[config.mk]
export PLATFORM = sky130hd
export DESIGN_NAME = epoch_seconds_to_utc_calendar_unit
export DESIGN_NICKNAME = d
export VERILOG_FILES = /design/src/rtl/esc_pkg.sv /design/src/rtl/epoch_seconds_to_utc_calendar_unit.sv /design/src/rtl/esc_dp.sv /design/src/rtl/esc_ctrl.sv
export SDC_FILE = /design/constraint.sdc
export NUM_CORES = 1
export LEC_CHECK = 0
export ABC_CLOCK_PERIOD_IN_PS = 7400
export BUFFER_PORTS_ARGS = -buffer_cell sky130_fd_sc_hd__buf_2
export CAP_MARGIN = 40
export CORE_MARGIN = 2
export CORE_UTILIZATION = 55
export DETAILED_ROUTE_END_ITERATION = 10
export PLACE_DENSITY = 0.74
export SYNTH_ARGS = -nofsm -noshare
export SYNTH_HDL_FRONTEND = slang
export SYNTH_SLANG_ARGS = --single-unit
[constraint.sdc]
create_clock -name i_clk -period 7.4 [get_ports i_clk]
set_input_delay 1.48 -clock i_clk [delete_from_list [all_inputs] [get_ports i_clk]]
set_output_delay 1.48 -clock i_clk [all_outputs]
set_load 0.01 [all_outputs]
[src/rtl/esc_pkg.sv]
// ----------------------------------------------------------------------------
// esc_pkg
// Shared constants, types and the month length table for the epoch seconds
// to UTC calendar unit.
// ----------------------------------------------------------------------------
package esc_pkg;

    localparam logic [16:0] SecsPerDay  = 17'd86400;
    localparam logic [11:0] SecsPerHour = 12'd3600;
    localparam logic [5:0]  SecsPerMin  = 6'd60;

    // Reciprocals for the odd factors: 675 (day after a shift by 7),
    // 225 (hour after a shift by 4) and 15 (minute after a shift by 2).
    // They are rounded up with scale shifts of 35, 21 and 14 bits.
    localparam logic [25:0] DayRecip   = 26'd50903317;
    localparam logic [13:0] HourRecip  = 14'd9321;
    localparam logic [10:0] MinRecip   = 11'd1093;

    // The year counters start at 1970.
    localparam logic [7:0] BaseYear    = 8'd70;
    localparam logic [1:0] BaseMod4    = 2'd2;
    localparam logic [6:0] BaseMod100  = 7'd70;
    localparam logic [8:0] BaseMod400  = 9'd370;
    localparam logic [6:0] LastMod100  = 7'd99;
    localparam logic [8:0] LastMod400  = 9'd399;

    localparam logic [8:0] LeapYearLen = 9'd366;
    localparam logic [8:0] YearLen     = 9'd365;

    localparam logic [3:0] MonthFeb    = 4'd1;
    localparam logic [3:0] MonthDec    = 4'd11;

    typedef struct packed {
        logic load_in;
        logic day_div;
        logic sod_sub;
        logic hr_div;
        logic min_sub;
        logic min_div;
        logic yr_step;
        logic mo_init;
        logic mo_step;
        logic publish;
    } t_cmd;

    typedef struct packed {
        logic yr_fit;
        logic mo_fit;
    } t_sts;

    function automatic logic [4:0] month_len(input logic [3:0] month, input logic leap);
        logic [4:0] len;
        begin
            case (month)
                4'd0:    len = 5'd31;
                4'd1:    len = leap ? 5'd29 : 5'd28;
                4'd2:    len = 5'd31;
                4'd3:    len = 5'd30;
                4'd4:    len = 5'd31;
                4'd5:    len = 5'd30;
                4'd6:    len = 5'd31;
                4'd7:    len = 5'd31;
                4'd8:    len = 5'd30;
                4'd9:    len = 5'd31;
                4'd10:   len = 5'd30;
                4'd11:   len = 5'd31;
                default: len = 5'd31;
            endcase
            return len;
        end
    endfunction

endpackage

[src/rtl/epoch_seconds_to_utc_calendar_unit.sv]
// One item is converted at a time: a new one is accepted only while idle. The
// unit loads the seconds, divides them into days, splits the time of day, then
// walks up to 136 whole years, one year per cycle, and up to 11 whole months.
// A waiting result blocks only the publish of the next item; reset (synchronous,
// active low) returns the controller to idle and drops any output not yet taken.
// ----------------------------------------------------------------------------
// epoch_seconds_to_utc_calendar_unit
// Converts unsigned seconds since 1970-01-01 UTC into a calendar breakdown.
// ----------------------------------------------------------------------------
module epoch_seconds_to_utc_calendar_unit (
    input  logic        i_clk,
    input  logic        i_rst_n,
    input  logic        i_valid,
    output logic        o_stall,
    input  logic [31:0] i_epoch_seconds,
    output logic        o_valid,
    input  logic        i_stall,
    output logic [5:0]  o_second_of_minute,
    output logic [5:0]  o_minute_of_hour,
    output logic [4:0]  o_hour_of_day,
    output logic [7:0]  o_years_since_1900,
    output logic [8:0]  o_day_of_year,
    output logic [3:0]  o_month_index,
    output logic [4:0]  o_day_of_month
);

    esc_pkg::t_cmd cmd;
    esc_pkg::t_sts sts;

    esc_ctrl u_ctrl (
        .i_clk   (i_clk),
        .i_rst_n (i_rst_n),
        .i_valid (i_valid),
        .o_stall (o_stall),
        .o_valid (o_valid),
        .i_stall (i_stall),
        .i_sts   (sts),
        .o_cmd   (cmd)
    );

    esc_dp u_dp (
        .i_clk              (i_clk),
        .i_rst_n            (i_rst_n),
        .i_cmd              (cmd),
        .o_sts              (sts),
        .i_epoch_seconds    (i_epoch_seconds),
        .o_second_of_minute (o_second_of_minute),
        .o_minute_of_hour   (o_minute_of_hour),
        .o_hour_of_day      (o_hour_of_day),
        .o_years_since_1900 (o_years_since_1900),
        .o_day_of_year      (o_day_of_year),
        .o_month_index      (o_month_index),
        .o_day_of_month     (o_day_of_month)
    );

endmodule

[src/rtl/esc_dp.sv]
// ----------------------------------------------------------------------------
// esc_dp
// Datapath: reciprocal multipliers for the day and time of day split, year
// and month subtraction counters, and the result register.
// ----------------------------------------------------------------------------
module esc_dp (
    input  logic          i_clk,
    input  logic          i_rst_n,
    input  esc_pkg::t_cmd i_cmd,
    output esc_pkg::t_sts o_sts,
    input  logic [31:0]   i_epoch_seconds,
    output logic [5:0]    o_second_of_minute,
    output logic [5:0]    o_minute_of_hour,
    output logic [4:0]    o_hour_of_day,
    output logic [7:0]    o_years_since_1900,
    output logic [8:0]    o_day_of_year,
    output logic [3:0]    o_month_index,
    output logic [4:0]    o_day_of_month
);

    logic [31:0] r_in;
    logic [15:0] r_days;
    logic [16:0] r_sod;
    logic [4:0]  r_hour;
    logic [11:0] r_msec;
    logic [5:0]  r_min;
    logic [7:0]  r_yr;
    logic [1:0]  r_mod4;
    logic [6:0]  r_mod100;
    logic [8:0]  r_mod400;
    logic [8:0]  r_yday;
    logic [3:0]  r_month;

    logic [5:0]  r_out_sec;
    logic [5:0]  r_out_min;
    logic [4:0]  r_out_hour;
    logic [7:0]  r_out_yr;
    logic [8:0]  r_out_yday;
    logic [3:0]  r_out_month;
    logic [4:0]  r_out_mday;

    logic [50:0] day_prod;
    logic [31:0] day_base;
    logic [31:0] sod_full;
    logic [26:0] hr_prod;
    logic [16:0] hr_base;
    logic [16:0] msec_full;
    logic [20:0] min_prod;
    logic [11:0] min_base;
    logic [11:0] sec_full;
    logic        leap;
    logic [8:0]  ylen;
    logic [4:0]  mlen;

    // Each divisor is a power of two times an odd factor. The rounded-up
    // reciprocal of the odd factor gives the exact quotient over the whole
    // range of the shifted operand, and the remainder follows by subtraction.
    assign day_prod  = r_in[31:7] * esc_pkg::DayRecip;
    assign day_base  = r_days * esc_pkg::SecsPerDay;
    assign sod_full  = r_in - day_base;
    assign hr_prod   = r_sod[16:4] * esc_pkg::HourRecip;
    assign hr_base   = r_hour * esc_pkg::SecsPerHour;
    assign msec_full = r_sod - hr_base;
    assign min_prod  = r_msec[11:2] * esc_pkg::MinRecip;
    assign min_base  = r_min * esc_pkg::SecsPerMin;
    assign sec_full  = r_msec - min_base;

    assign leap = ((r_mod4 == 2'd0) && (r_mod100 != 7'd0)) || (r_mod400 == 9'd0);
    assign ylen = leap ? esc_pkg::LeapYearLen : esc_pkg::YearLen;
    assign mlen = esc_pkg::month_len(r_month, leap);

    assign o_sts.yr_fit = (r_days < {7'd0, ylen});
    assign o_sts.mo_fit = (r_days < {11'd0, mlen});

    always_ff @(posedge i_clk) begin
        if (i_cmd.load_in) begin
            r_in <= i_epoch_seconds;
        end

        if (i_cmd.day_div) begin
            r_days <= day_prod[50:35];
        end else if (i_cmd.yr_step) begin
            r_days <= r_days - {7'd0, ylen};
        end else if (i_cmd.mo_step) begin
            r_days <= r_days - {11'd0, mlen};
        end

        if (i_cmd.sod_sub) begin
            r_sod <= sod_full[16:0];
        end

        if (i_cmd.hr_div) begin
            r_hour <= hr_prod[25:21];
        end

        if (i_cmd.min_sub) begin
            r_msec <= msec_full[11:0];
        end

        if (i_cmd.min_div) begin
            r_min <= min_prod[19:14];
        end

        if (i_cmd.mo_init) begin
            r_yday <= r_days[8:0];
        end

        if (i_cmd.publish) begin
            r_out_sec   <= sec_full[5:0];
            r_out_min   <= r_min;
            r_out_hour  <= r_hour;
            r_out_yr    <= r_yr;
            r_out_yday  <= r_yday;
            r_out_month <= r_month;
            r_out_mday  <= r_days[4:0] + 5'd1;
        end
    end

    // Year and month counters are reset so that their range checks hold
    // from the first cycle.
    always_ff @(posedge i_clk) begin
        if (!i_rst_n) begin
            r_yr     <= esc_pkg::BaseYear;
            r_mod4   <= esc_pkg::BaseMod4;
            r_mod100 <= esc_pkg::BaseMod100;
            r_mod400 <= esc_pkg::BaseMod400;
            r_month  <= 4'd0;
        end else begin
            if (i_cmd.day_div) begin
                r_yr     <= esc_pkg::BaseYear;
                r_mod4   <= esc_pkg::BaseMod4;
                r_mod100 <= esc_pkg::BaseMod100;
                r_mod400 <= esc_pkg::BaseMod400;
            end else if (i_cmd.yr_step) begin
                r_yr     <= r_yr + 8'd1;
                r_mod4   <= r_mod4 + 2'd1;
                r_mod100 <= (r_mod100 == esc_pkg::LastMod100) ? 7'd0 : r_mod100 + 7'd1;
                r_mod400 <= (r_mod400 == esc_pkg::LastMod400) ? 9'd0 : r_mod400 + 9'd1;
            end

            if (i_cmd.mo_init) begin
                r_month <= 4'd0;
            end else if (i_cmd.mo_step) begin
                r_month <= r_month + 4'd1;
            end
        end
    end

    assign o_second_of_minute = r_out_sec;
    assign o_minute_of_hour   = r_out_min;
    assign o_hour_of_day      = r_out_hour;
    assign o_years_since_1900 = r_out_yr;
    assign o_day_of_year      = r_out_yday;
    assign o_month_index      = r_out_month;
    assign o_day_of_month     = r_out_mday;

    // A 32-bit input never reaches past 2106.
    a_year_range: assert property (@(posedge i_clk) disable iff (!i_rst_n)
        r_yr <= 8'd206)
        else $error("year counter ran past 2106");

    // The month walk stops inside December because the day of year fits the year.
    a_month_range: assert property (@(posedge i_clk) disable iff (!i_rst_n)
        i_cmd.mo_step |-> r_month < esc_pkg::MonthDec)
        else $error("month walk ran past December");

    // February only gets a 29th day in leap years.
    a_feb_len: assert property (@(posedge i_clk) disable iff (!i_rst_n)
        (r_month == esc_pkg::MonthFeb && !leap) |-> mlen == 5'd28)
        else $error("February length wrong in a common year");

endmodule

[src/rtl/esc_ctrl.sv]
// ----------------------------------------------------------------------------
// esc_ctrl
// Controller: sequences the day division, the hour and minute divisions,
// the year and month walks, and hands the result to the output register.
// ----------------------------------------------------------------------------
module esc_ctrl (
    input  logic          i_clk,
    input  logic          i_rst_n,
    input  logic          i_valid,
    output logic          o_stall,
    output logic          o_valid,
    input  logic          i_stall,
    input  esc_pkg::t_sts i_sts,
    output esc_pkg::t_cmd o_cmd
);

    typedef enum logic [2:0] {
        S_IDLE,
        S_DAY,
        S_SOD,
        S_HR,
        S_MINSUB,
        S_MIN,
        S_YEAR,
        S_MONTH
    } t_state;

    t_state      r_state;
    t_state      n_state;
    logic        r_o_valid;
    logic        n_o_valid;
    logic        r_fin;
    logic        n_fin;

    always_comb begin
        n_state = r_state;
        n_fin   = r_fin;
        o_cmd   = '0;

        case (r_state)
            S_IDLE: begin
                if (i_valid) begin
                    o_cmd.load_in = 1'b1;
                    n_state = S_DAY;
                end
            end
            S_DAY: begin
                o_cmd.day_div = 1'b1;
                n_state = S_SOD;
            end
            S_SOD: begin
                o_cmd.sod_sub = 1'b1;
                n_state = S_HR;
            end
            S_HR: begin
                o_cmd.hr_div = 1'b1;
                n_state = S_MINSUB;
            end
            S_MINSUB: begin
                o_cmd.min_sub = 1'b1;
                n_state = S_MIN;
            end
            S_MIN: begin
                o_cmd.min_div = 1'b1;
                n_state = S_YEAR;
            end
            S_YEAR: begin
                if (i_sts.yr_fit) begin
                    o_cmd.mo_init = 1'b1;
                    n_state = S_MONTH;
                end else begin
                    o_cmd.yr_step = 1'b1;
                end
            end
            S_MONTH: begin
                // Once the month is found the result waits here until the
                // output register is free.
                if (!r_fin && !i_sts.mo_fit) begin
                    o_cmd.mo_step = 1'b1;
                end else begin
                    n_fin = 1'b1;
                    if (!r_o_valid || !i_stall) begin
                        o_cmd.publish = 1'b1;
                        n_fin   = 1'b0;
                        n_state = S_IDLE;
                    end
                end
            end
            default: begin
                n_state = S_IDLE;
            end
        endcase

        n_o_valid = o_cmd.publish | (r_o_valid & i_stall);
    end

    always_ff @(posedge i_clk) begin
        if (!i_rst_n) begin
            r_state   <= S_IDLE;
            r_o_valid <= 1'b0;
            r_fin     <= 1'b0;
        end else begin
            r_state   <= n_state;
            r_o_valid <= n_o_valid;
            r_fin     <= n_fin;
        end
    end

    assign o_stall = (r_state != S_IDLE);
    assign o_valid = r_o_valid;

    // An accepted item always starts the day division.
    a_start: assert property (@(posedge i_clk) disable iff (!i_rst_n)
        (i_valid && !o_stall) |=> (r_state == S_DAY))
        else $error("accepted item did not start the day division");

    // A new result never overwrites one that is still waiting.
    a_no_overwrite: assert property (@(posedge i_clk) disable iff (!i_rst_n)
        o_cmd.publish |-> (!r_o_valid || !i_stall))
        else $error("result published over a waiting item");

    // The minute division is always followed by the year walk.
    a_min_step: assert property (@(posedge i_clk) disable iff (!i_rst_n)
        (r_state == S_MIN) |=> (r_state == S_YEAR))
        else $error("minute division did not hand over to the year walk");

endmodule

# ---- Yosys cells after proc, flatten, opt, wreduce, memory -nomap -nowiden
# Index checks and enable logic that the tools add are counted.
# Widths: inputs -> output; s select.
dict set report op_classes {
  addsub 11
  n_mul 6
  magnitude_cmp 2
  eq_ne 18
  mux 28
  bitwise_logic 4
  reduce_logical 19
}
# cell count
set op_table {}
lappend op_table {{$mul 25x26->51 const B} 1}
lappend op_table {{$mux 16} 3}
lappend op_table {{$mul 13x14->26 const B} 1}
lappend op_table {{$pmux 3 s8} 1}
lappend op_table {{$mul 10x11->20 const B} 1}
lappend op_table {{$sub 17x17->17} 1}
lappend op_table {{$lt 16x5->1} 1}
lappend op_table {{$lt 16x9->1} 1}
lappend op_table {{$mul 16x10->10 const B} 1}
lappend op_table {{$sub 16x5->16} 1}
lappend op_table {{$sub 16x9->16} 1}
lappend op_table {{$mux 1} 14}
lappend op_table {{$eq 3x3->1 const B} 4}
lappend op_table {{$mux 3} 4}
lappend op_table {{$sub 12x12->12} 1}
lappend op_table {{$pmux 5 s2} 1}
lappend op_table {{$add 9x1->9 const B} 1}
lappend op_table {{$eq 9x9->1 const B} 1}
lappend op_table {{$logic_not 9->1} 1}
lappend op_table {{$mux 9} 1}
lappend op_table {{$add 8x1->8 const B} 1}
lappend op_table {{$eq 4x4->1 const B} 2}
lappend op_table {{$mul 5x8->8 const B} 1}
lappend op_table {{$add 7x1->7 const B} 1}
lappend op_table {{other kinds (29)} 42}
dict set report word_totals {
  reg_bits 175
  input_bits 36
  output_inout_bits 45
  word_cells 110
}

# ---- Longest topological paths before layout
# Gate-level depths: netlist of the first run.
dict set report logic_depth {
  depth_word 13
  mapped_depth 25
  ltp_nobuf 25
}

# ---- By module
# Synthesis of the first run repeated with hierarchy kept, for this count alone.
dict set report hier_totals {
  cells_unflattened 2025
  hier_area_um2 21181.6
}
# mod n_inst cells_each area_each_um2 seq_area_each_um2
set by_module_without_submodules {}
lappend by_module_without_submodules {esc_dp 1 1983 20855.0 4804.6}
lappend by_module_without_submodules {esc_ctrl 1 42 326.6 100.1}

# ---- Least setup slack after synthesis of the first run
# Ideal clock, no wire load.
dict set report synth_timing {
  path_type {register to register}
  start {register u_dp.r_in[12]}
  end {register u_dp.r_days[15] (data pin)}
  setup_ps 263
  arrival_ps 5974
  required_time_ps 7137
  setup_slack_ps 1163
  path_stages_with_launch 24
  n_path_buf 0
  path_cell_list {edfxtp_1 > inv_1 > ha_1 > inv_1 > fa_1 > ha_1 > inv_1 > fa_1 > inv_1 > fa_1 > fa_1 > inv_1 > fa_1 > inv_1 > ha_1 > nand4_1 > nor4_4 > o211ai_1 > a31oi_1 > o21bai_1 > a21oi_4 > a31oi_2 > nor4_1 > nor3_1}
}
dict set report synth_between {
  elab_chain_cells 2
}
# item line_no
set synth_lines {}
lappend synth_lines {{start, declared} esc_dp.sv:21} ;# logic [31:0] r_in;
lappend synth_lines {{start signal, assigned} esc_dp.sv:77} ;# r_in <= i_epoch_seconds;
lappend synth_lines {{$mul 25x26->51} esc_dp.sv:58} ;# assign day_prod = r_in[31:7] * esc_pkg::DayRecip;
lappend synth_lines {{$mux 16} esc_dp.sv:80} ;# if (i_cmd.day_div) begin
lappend synth_lines {{end signal, assigned} esc_dp.sv:81} ;# r_days <= day_prod[50:35];
lappend synth_lines {{end signal, assigned} esc_dp.sv:83} ;# r_days <= r_days - {7'd0, ylen};
lappend synth_lines {{end signal, assigned} esc_dp.sv:85} ;# r_days <= r_days - {11'd0, mlen};
lappend synth_lines {{end, declared} esc_dp.sv:22} ;# logic [15:0] r_days;
# No other way between the ends.
# A chain may end at the register's enable or synchronous reset.

# ---- Worst setup path after layout of the first run
dict set report layout_timing {
  start {register u_dp.r_in[15]}
  end {register u_dp.r_days[15] (data pin)}
}
# Same word-level chain as after synthesis.

==> metrics.csv, run 1 <==
stage;metric;value;unit
grt;grt_usage;24.3;%
floorplan;initial_utilization;55.6;%
clock_network;cts_resized;0;
setup_path;path_max_fanout;9;
logic_synthesis;yosysWarnings;0;
sta;relSlewSlack;45.6;%
logic_synthesis;synthesis.nets;2691;
setup_path;critPathLaunchType;flop;
run_status;status;finished, final reports clean;
placement;place_hpwl;37900;um
routing;drt-total-wl;45100;um
placement;io_buffers;80;
floorplan;die-area;39500;um2
clock_network;cts_setup_buffers;0;
layout;areaGrowthSynthToFinish;8.05;%
logic_synthesis;synth-seq-area-share;23.5;%
floorplan;dieHeight;199;um
logic_synthesis;ys_types;68;
logic_synthesis;synth_xor_area_share;4.24;%
routing;drcViolationCount;0;
setup_path;worstPathCellList;inv_1 > fa_1 > fa_1 > inv_1 > fa_1 > inv_1 > fa_1 > fa_1 > fa_1 > inv_1 > ha_1 > nand4_2 > nor4_4 > o211ai_1 > a31oi_1 > o21bai_1 > a21oi_4 > a31oi_2 > nor4_1 > nor3_1;
grt;grt_pass1_wl;73500;um
logic_synthesis;ys_ff_latch;175;
logic_synthesis;synthArstFlopShare;0;%
grt;overflow;0;
logic_synthesis;yosys.area_share.simple;5.86;%
sta;fin_crit_sh;92.9;%
logic_synthesis;synth_mux_area_share;0.192;%
sta;finalSetupViolCount;0;
flow_run;drv_cap;0;
sta;clock.fmax;0.145;GHz
clock_network;clkSinkCount;175;
sta;tns;0;ns
layout;diodes;0;
setup_path;critPathArrivalTime;7.08;ns
routing;ant_nets;0;
clock_network;tritoncts;done;
routing;avgViaCountPerCell;5.28;
clock_network;cts-root-buf;clkbuf_16;
floorplan;coreArea;37500;um2
routing;wl_per_cell;17.5;um
floorplan;die_w;199;um
setup_path;required;7.60;ns
logic_synthesis;synth_top_family_by_area;adder cells;
setup_path;slowest_delay;0.68;ns
sta;rsz0062_at_grt;no;
logic_synthesis;synthCells;1951;
sta;min_period;6.88;ns
setup_path;end_kind;flop;
grt;antenna_found_initial;0;
logic_synthesis;ys.flop_type;edfxtp_1;
clock_network;clockBufferDepth;2;
routing;first_pass_iters;5;
routing;drt_iter0_drc;645;
setup_path;crit_family;adder cells;
floorplan;num_rows;71;
clock_network;cts-htree-levels;4;
logic_synthesis;syn_area;20900;um2
sta;slew_violations;0;
setup_path;critical_path_class;flop to flop;
logic_synthesis;synth_edf_count;140;
clock_network;cts_buffers;17;
grt;grt_max_degree;44;
logic_synthesis;avgSynthCellArea;10.7;um2
sta;tightestPinTransition;0.816;ns
clock_network;clock_latency;0.46;ns
logic_synthesis;synth-adder-area-share;50.5;%
placement;gp_congestion;0.944;
grt;grt_pass1_vias;14300;
setup_path;critPathBufInv;4;
routing;vias;13600;
hold_path;hold_class;flop to flop;
setup_path;slowest_stage;edfxtp_1;
sta;final-hold-violation-count;0;
clock_network;path_clk_slew;0.08;ns
clock_network;postCtsHoldBufs;0;
logic_synthesis;synth_compound_area_share;6.55;%
layout;drive_above_1_share;6.79;%
setup_path;crit_top_cell;fa_1;
floorplan;pin_count;81;
sta;fin_skew;0.0172;ns
layout;layout.nets;2788;
## worst reg2reg max path, delay by kind of cell, from the launching register on
kind                     cells  cell delay, ns
AO/OA/AOI/OAI                5            1.07
adder cells (fa/ha/maj)      7            3.52
buffers and inverters        4            0.46
flip-flops                   1            0.68
AND/OR/NAND/NOR              4            0.89
## sequential cells by signal, summed over array words and instances, names as in the netlist, 6 cells and up
register,count
u_dp.r_mod100,7
u_dp.r_mod400,9
u_dp.r_msec,12
u_dp.o_years_since_1900,8
u_dp.r_yday,9
u_dp.r_sod,17
u_dp.o_day_of_year,9
u_dp.r_yr,8
u_dp.r_in,32
u_dp.r_min,6
u_dp.o_minute_of_hour,6
u_dp.r_days,16
u_dp.o_second_of_minute,6
## cells in the final DEF (no fill, tap or decap), types with 4 or more instances in the layout
cell type,count
xnor2_1,57
a21oi_1,68
nor4_1,7
nor3_1,10
a31oi_1,10
nand3_1,20
edfxtp_1,140
o21a_1,7
buf_2,80
fa_1,228
o21bai_1,9
and2_1,7
buf_4,10
and3_1,10
xor2_1,44
nor2b_1,10
dfxtp_1,35
or2_2,4
nand2b_1,10
clkbuf_16,17
inv_1,493
o21ai_0,51
o211ai_1,6
mux2i_1,4
a211oi_1,7
nand4_1,17
a21o_1,21
nor2_1,57
ha_1,476
nand2_1,73
## cells by family after synthesis
| logic type | after synthesis |
|---|---|
| compound gates | 217 |
| xor+xnor | 101 |
| fa+ha+maj | 704 |
| buf+inv | 506 |
| flops | 175 |
| mux | 4 |
| simple gates | 244 |
## layout make-up
class	count	area [um2]
Clock buffer	19	433
Clock inverter	13	156
Inverter	493	1850
Tap cell	511	639
Sequential cell	175	4900
Multi-Input combinational cell	1270	14100
Fill cell	3105	15000
Timing Repair Buffer	91	490
## worst paths after layout
check,start,end,slack [ns],cells after the start
setup / recovery,u_dp.r_in[15],u_dp.r_days[15],0.52,20
hold / removal,u_dp.r_yday[8],u_dp.o_day_of_year[8],0.42,0
setup reg to reg,u_dp.r_in[15],u_dp.r_days[15],0.52,20
hold reg to reg,u_dp.r_yday[8],u_dp.o_day_of_year[8],0.42,0
## through the flow
step | instance area (um2) | utilization (%) | cells | worst slack, ns | hold WS, ns
2_1_floorplan | 20900 | - | 1951 | 1.16 | 0.400
3_3_place_gp | 21900 | 58.5 | 2539 | 0.820 | 0.403
3_5_place_dp | 21900 | 58.5 | 2540 | 0.629 | 0.405
4_1_cts | 22500 | 60.1 | 2572 | 0.571 | 0.421
5_1_grt | 22500 | 60.1 | 2572 | 0.218 | 0.427
6_report | 22500 | 60.1 | 2572 | 0.523 | 0.419
## cells in the mapped netlist, types with 2 or more instances
library cell / instances / share of area (%)
and3_1: 10 / 0.30
xor2_1: 44 / 1.8
o211ai_1: 6 / 0.22
xnor2_1: 57 / 2.4
nor2b_1: 11 / 0.33
a41o_1: 2 / 0.096
nor3_1: 10 / 0.24
a31oi_1: 10 / 0.30
dfxtp_1: 35 / 3.4
a41oi_1: 2 / 0.084
clkbuf_1: 6 / 0.11
o2111ai_1: 2 / 0.084
a21o_1: 21 / 0.76
nand2_1: 73 / 1.3
a211o_1: 3 / 0.13
edfxtp_1: 140 / 20
or3_1: 2 / 0.060
o22ai_1: 3 / 0.090
a21oi_1: 69 / 1.7
o311ai_0: 2 / 0.084
a22oi_1: 2 / 0.072
a211oi_1: 7 / 0.25
ha_1: 476 / 29
and2_1: 7 / 0.21
or2_2: 4 / 0.12
nand3_1: 20 / 0.48
nand4_1: 17 / 0.51
inv_1: 493 / 8.9
a21boi_0: 2 / 0.072
or4_1: 2 / 0.072
fa_1: 228 / 22
a31o_2: 2 / 0.084
nor4_1: 7 / 0.21
mux2i_1: 4 / 0.19
or4b_1: 2 / 0.096
o21bai_1: 9 / 0.32
nand2b_1: 10 / 0.30
o31ai_1: 3 / 0.11
o21a_1: 7 / 0.25
buf_2: 5 / 0.12
o21ai_0: 51 / 1.2
o32ai_1: 2 / 0.084
nor2_1: 58 / 1.0
## routing by layer
| layer | up-vias | part of all wire [%] | global-route usage (%) | wire [um] |
|---|---|---|---|---|
| li1 | 6570 | - | - | - |
| met1 | 6651 | 44 | 31.5 | 20000 |
| met2 | 290 | 49 | 42.2 | 22100 |
| met3 | 68 | 4.1 | 3.71 | 1830 |
| met4 | 0 | 2.6 | 6.91 | 1160 |
| met5 | - | 0 | 0 | 0 |
Power of run 1 is not shown: default switching activity piles up to over one toggle a cycle in this logic, so the estimate is an artifact.
==> inputs of run 2 (changes only) <==
--- a/config.mk
+++ b/config.mk
@@ -5,13 +5,15 @@
 export SDC_FILE = /design/constraint.sdc
 export NUM_CORES = 1
 export LEC_CHECK = 0
-export ABC_CLOCK_PERIOD_IN_PS = 7400
+export ABC_CLOCK_PERIOD_IN_PS = 7300
 export BUFFER_PORTS_ARGS = -buffer_cell sky130_fd_sc_hd__buf_2
 export CAP_MARGIN = 40
+export CELL_PAD_IN_SITES_DETAIL_PLACEMENT = 0
+export CELL_PAD_IN_SITES_GLOBAL_PLACEMENT = 2
 export CORE_MARGIN = 2
-export CORE_UTILIZATION = 55
+export CORE_UTILIZATION = 43
 export DETAILED_ROUTE_END_ITERATION = 10
-export PLACE_DENSITY = 0.74
+export PLACE_DENSITY = 0.84
 export SYNTH_ARGS = -nofsm -noshare
 export SYNTH_HDL_FRONTEND = slang
 export SYNTH_SLANG_ARGS = --single-unit
==> constraint.sdc (replaced) <==
create_clock -name i_clk -period 7.3 [get_ports i_clk]
set_input_delay 1.46 -clock i_clk [delete_from_list [all_inputs] [get_ports i_clk]]
set_output_delay 1.46 -clock i_clk [all_outputs]
set_load 0.01 [all_outputs]
==> run 2 against run 1 <==
  * Critical path depth up 1
  * Via count down 1.5%
  * Hold slack worse by 0.0015 ns
  * Utilization down 13 points
  * Flip-flop and latch count unchanged
  * Critical path type unchanged
  * First-iteration DRC count down 1.2%
  * Die area up 27%
  * Clock skew down 0.0047 ns
  * Cell count up 4.4%
  * Global-route usage down 4.5 points
  * Final area up 0.83%
==> metrics.csv, run 2 (synthesized netlist as in run 1, its figures left out) <==
stage;metric;value;unit;change
run_status;status;finished, final reports clean;;
sta;tns;0;ns;unchanged
setup_path;end_kind;flop;;
routing;drt_iter0_drc;637;;-1.2%
floorplan;dieHeight;224;um;+13%
sta;finalSetupViolCount;0;;unchanged
setup_path;critPathArrivalTime;6.99;ns;-0.09 ns
placement;io_buffers;80;;unchanged
sta;fin_crit_sh;92.7;%;-0.25 points
hold_path;hold_start;u_dp.r_yday[6];;
clock_network;postCtsHoldBufs;0;;unchanged
clock_network;path_clk_slew;0.07;ns;about the same
clock_network;cts-htree-levels;4;;unchanged
sta;min_period;6.77;ns;-0.111 ns
grt;grt_pass1_vias;14200;;-0.51%
layout;drive_above_1_share;7.34;%;+0.55 points
setup_path;critPathLaunchType;flop;;
floorplan;die-area;50300;um2;+27%
floorplan;num_rows;80;;+13%
clock_network;clockBufferDepth;2;;unchanged
sta;clock.fmax;0.148;GHz;+1.6%
sta;slew_violations;0;;unchanged
routing;first_pass_iters;5;;unchanged
layout;layout.nets;2797;;+0.32%
setup_path;slowest_stage;edfxtp_1;;
layout;areaGrowthSynthToFinish;8.94;%;
routing;vias;13400;;-1.5%
floorplan;coreArea;47800;um2;+28%
grt;grt_max_degree;44;;unchanged
routing;avgViaCountPerCell;4.98;;-5.7%
setup_path;reg2reg_slack;0.53;ns;about the same
routing;drcViolationCount;0;;unchanged
sta;tightestPinTransition;0.875;ns;+0.0590 ns
placement;place_hpwl;39300;um;+3.6%
floorplan;initial_utilization;43.6;%;-12 points
grt;overflow;0;;unchanged
sta;rsz0062_at_grt;no;;
clock_network;cts_setup_buffers;0;;unchanged
clock_network;tritoncts;done;;
routing;ant_nets;0;;unchanged
layout;final_cell_mix;inv_1, ha_1, fa_1, edfxtp_1, buf_2;;
clock_network;clock_latency;0.47;ns;about the same
sta;final-hold-violation-count;0;;unchanged
clock_network;cts-root-buf;clkbuf_16;;
setup_path;required;7.52;ns;-0.08 ns
setup_path;r2r_cells;21;;+5.0%
hold_path;hold_class;flop to flop;;
grt;antenna_found_initial;0;;unchanged
grt;grt_usage;19.8;%;-4.5 points
layout;reg.largest.list;u_dp.r_in (32), u_dp.r_sod (17), u_dp.r_days (16);;
setup_path;path_max_fanout;9;;unchanged
layout;layout_commonest_cell;inv_1;;
clock_network;cts_buffers;17;;unchanged
routing;drt-total-wl;46400;um;+3.0%
grt;grt_pass1_wl;76300;um;+3.9%
sta;fin_skew;0.0126;ns;-0.00466 ns
floorplan;die_w;224;um;+13%
setup_path;reg2reg_from;u_dp.r_in[18];;
setup_path;timing.rr.end;u_dp.r_days[15];;
layout;largest_register_ffs;32;;unchanged
clock_network;clkSinkCount;175;;unchanged
sta;relSlewSlack;41.7;%;-3.9 points
setup_path;slowest_delay;0.64;ns;-0.04 ns
setup_path;worstPathCellList;fa_1 > ha_1 > inv_1 > fa_1 > inv_1 > fa_1 > inv_1 > fa_1 > fa_1 > fa_1 > inv_1 > ha_1 > nand4_2 > nor4_4 > o211ai_1 > a31oi_1 > o21bai_1 > a21oi_4 > a31oi_2 > nor4_1 > nor3_1;;
setup_path;critPathBufInv;4;;unchanged
layout;diodes;0;;unchanged
hold_path;holdPathEnd;u_dp.o_day_of_year[6];;
setup_path;crit_family;adder cells;;
clock_network;cts_resized;0;;unchanged
routing;wl_per_cell;17.3;um;-1.3%
flow_run;drv_cap;0;;unchanged
setup_path;critical_path_class;flop to flop;;
layout;top_register;u_dp.r_in;;
placement;gp_congestion;0.896;;-5.1%
hold_path;hold_depth;0;;unchanged
floorplan;pin_count;81;;unchanged
setup_path;crit_top_cell;fa_1;;
==> run 2: cell types whose count changed in the layout (fill, tap and decap cells not counted), sizes merged <==
cell,change
clkinvlp,-2
buf,+9
bufinv,-2
clkinv,+5
inv,+1
clkbuf,-2
==> run 2: worst max path at each step <==
stage,startpoint,to,slack (ns),depth (start not counted)
after floorplan,u_dp.r_in[12],u_dp.r_days[15],1.06,23
after CTS,u_dp.r_in[18],u_dp.r_days[15],0.42,21
final,u_dp.r_in[18],u_dp.r_days[15],0.53,21
after global placement,u_dp.r_in[28],u_dp.r_days[15],0.57,21
after detailed placement,u_dp.r_in[18],u_dp.r_days[15],0.41,21
after global routing,u_dp.r_in[18],u_dp.r_days[15],0.05,21
==> run 2: final cells by class <==
cell class,instances,area (um2)
well taps,615,769
inverters,493,1850
fillers,4488,25100
clock inverters,15,153
repair buffers,100,558
flip-flops and latches,175,4900
clock buffers,17,425
multi-input cells,1270,14100
==> run 2: metrics by stage <==
| stage | setup slack (ns) | area (um2) | hold slack (ns) | utilization [%] | instances |
|---|---|---|---|---|---|
| finish | 0.534 | 22700 | 0.417 | 47.5 | 2685 |
| global route | 0.0519 | 22700 | 0.418 | 47.5 | 2685 |
| CTS | 0.418 | 22700 | 0.421 | 47.5 | 2685 |
| detailed placement | 0.412 | 22100 | 0.405 | 46.3 | 2653 |
| global placement | 0.566 | 22100 | 0.407 | 46.2 | 2652 |
| floorplan | 1.06 | 20900 | 0.400 | - | 1951 |
==> run 2: worst reg2reg max path, stage by stage (launching register included) <==
cell	delay, ns
edfxtp_1	0.64
fa_1	0.50
ha_1	0.28
inv_1	0.05
fa_1	0.50
inv_1	0.05
fa_1	0.47
inv_1	0.06
fa_1	0.51
fa_1	0.52
fa_1	0.56
inv_1	0.05
ha_1	0.35
nand4_2	0.19
nor4_4	0.35
o211ai_1	0.24
a31oi_1	0.25
o21bai_1	0.12
a21oi_4	0.29
a31oi_2	0.17
nor4_1	0.30
nor3_1	0.08
==> run 2: routing by layer <==
layer	routed length [um]	vias to the layer above	share of wire [%]	global-route usage, %
met5	0	-	0	0
met4	648	0	1.4	4.14
met3	1690	39	3.6	2.96
met2	22400	233	48	34.0
met1	21700	6498	47	26.5
li1	-	6600	-	-
Power of run 2 is left out for the same reason.
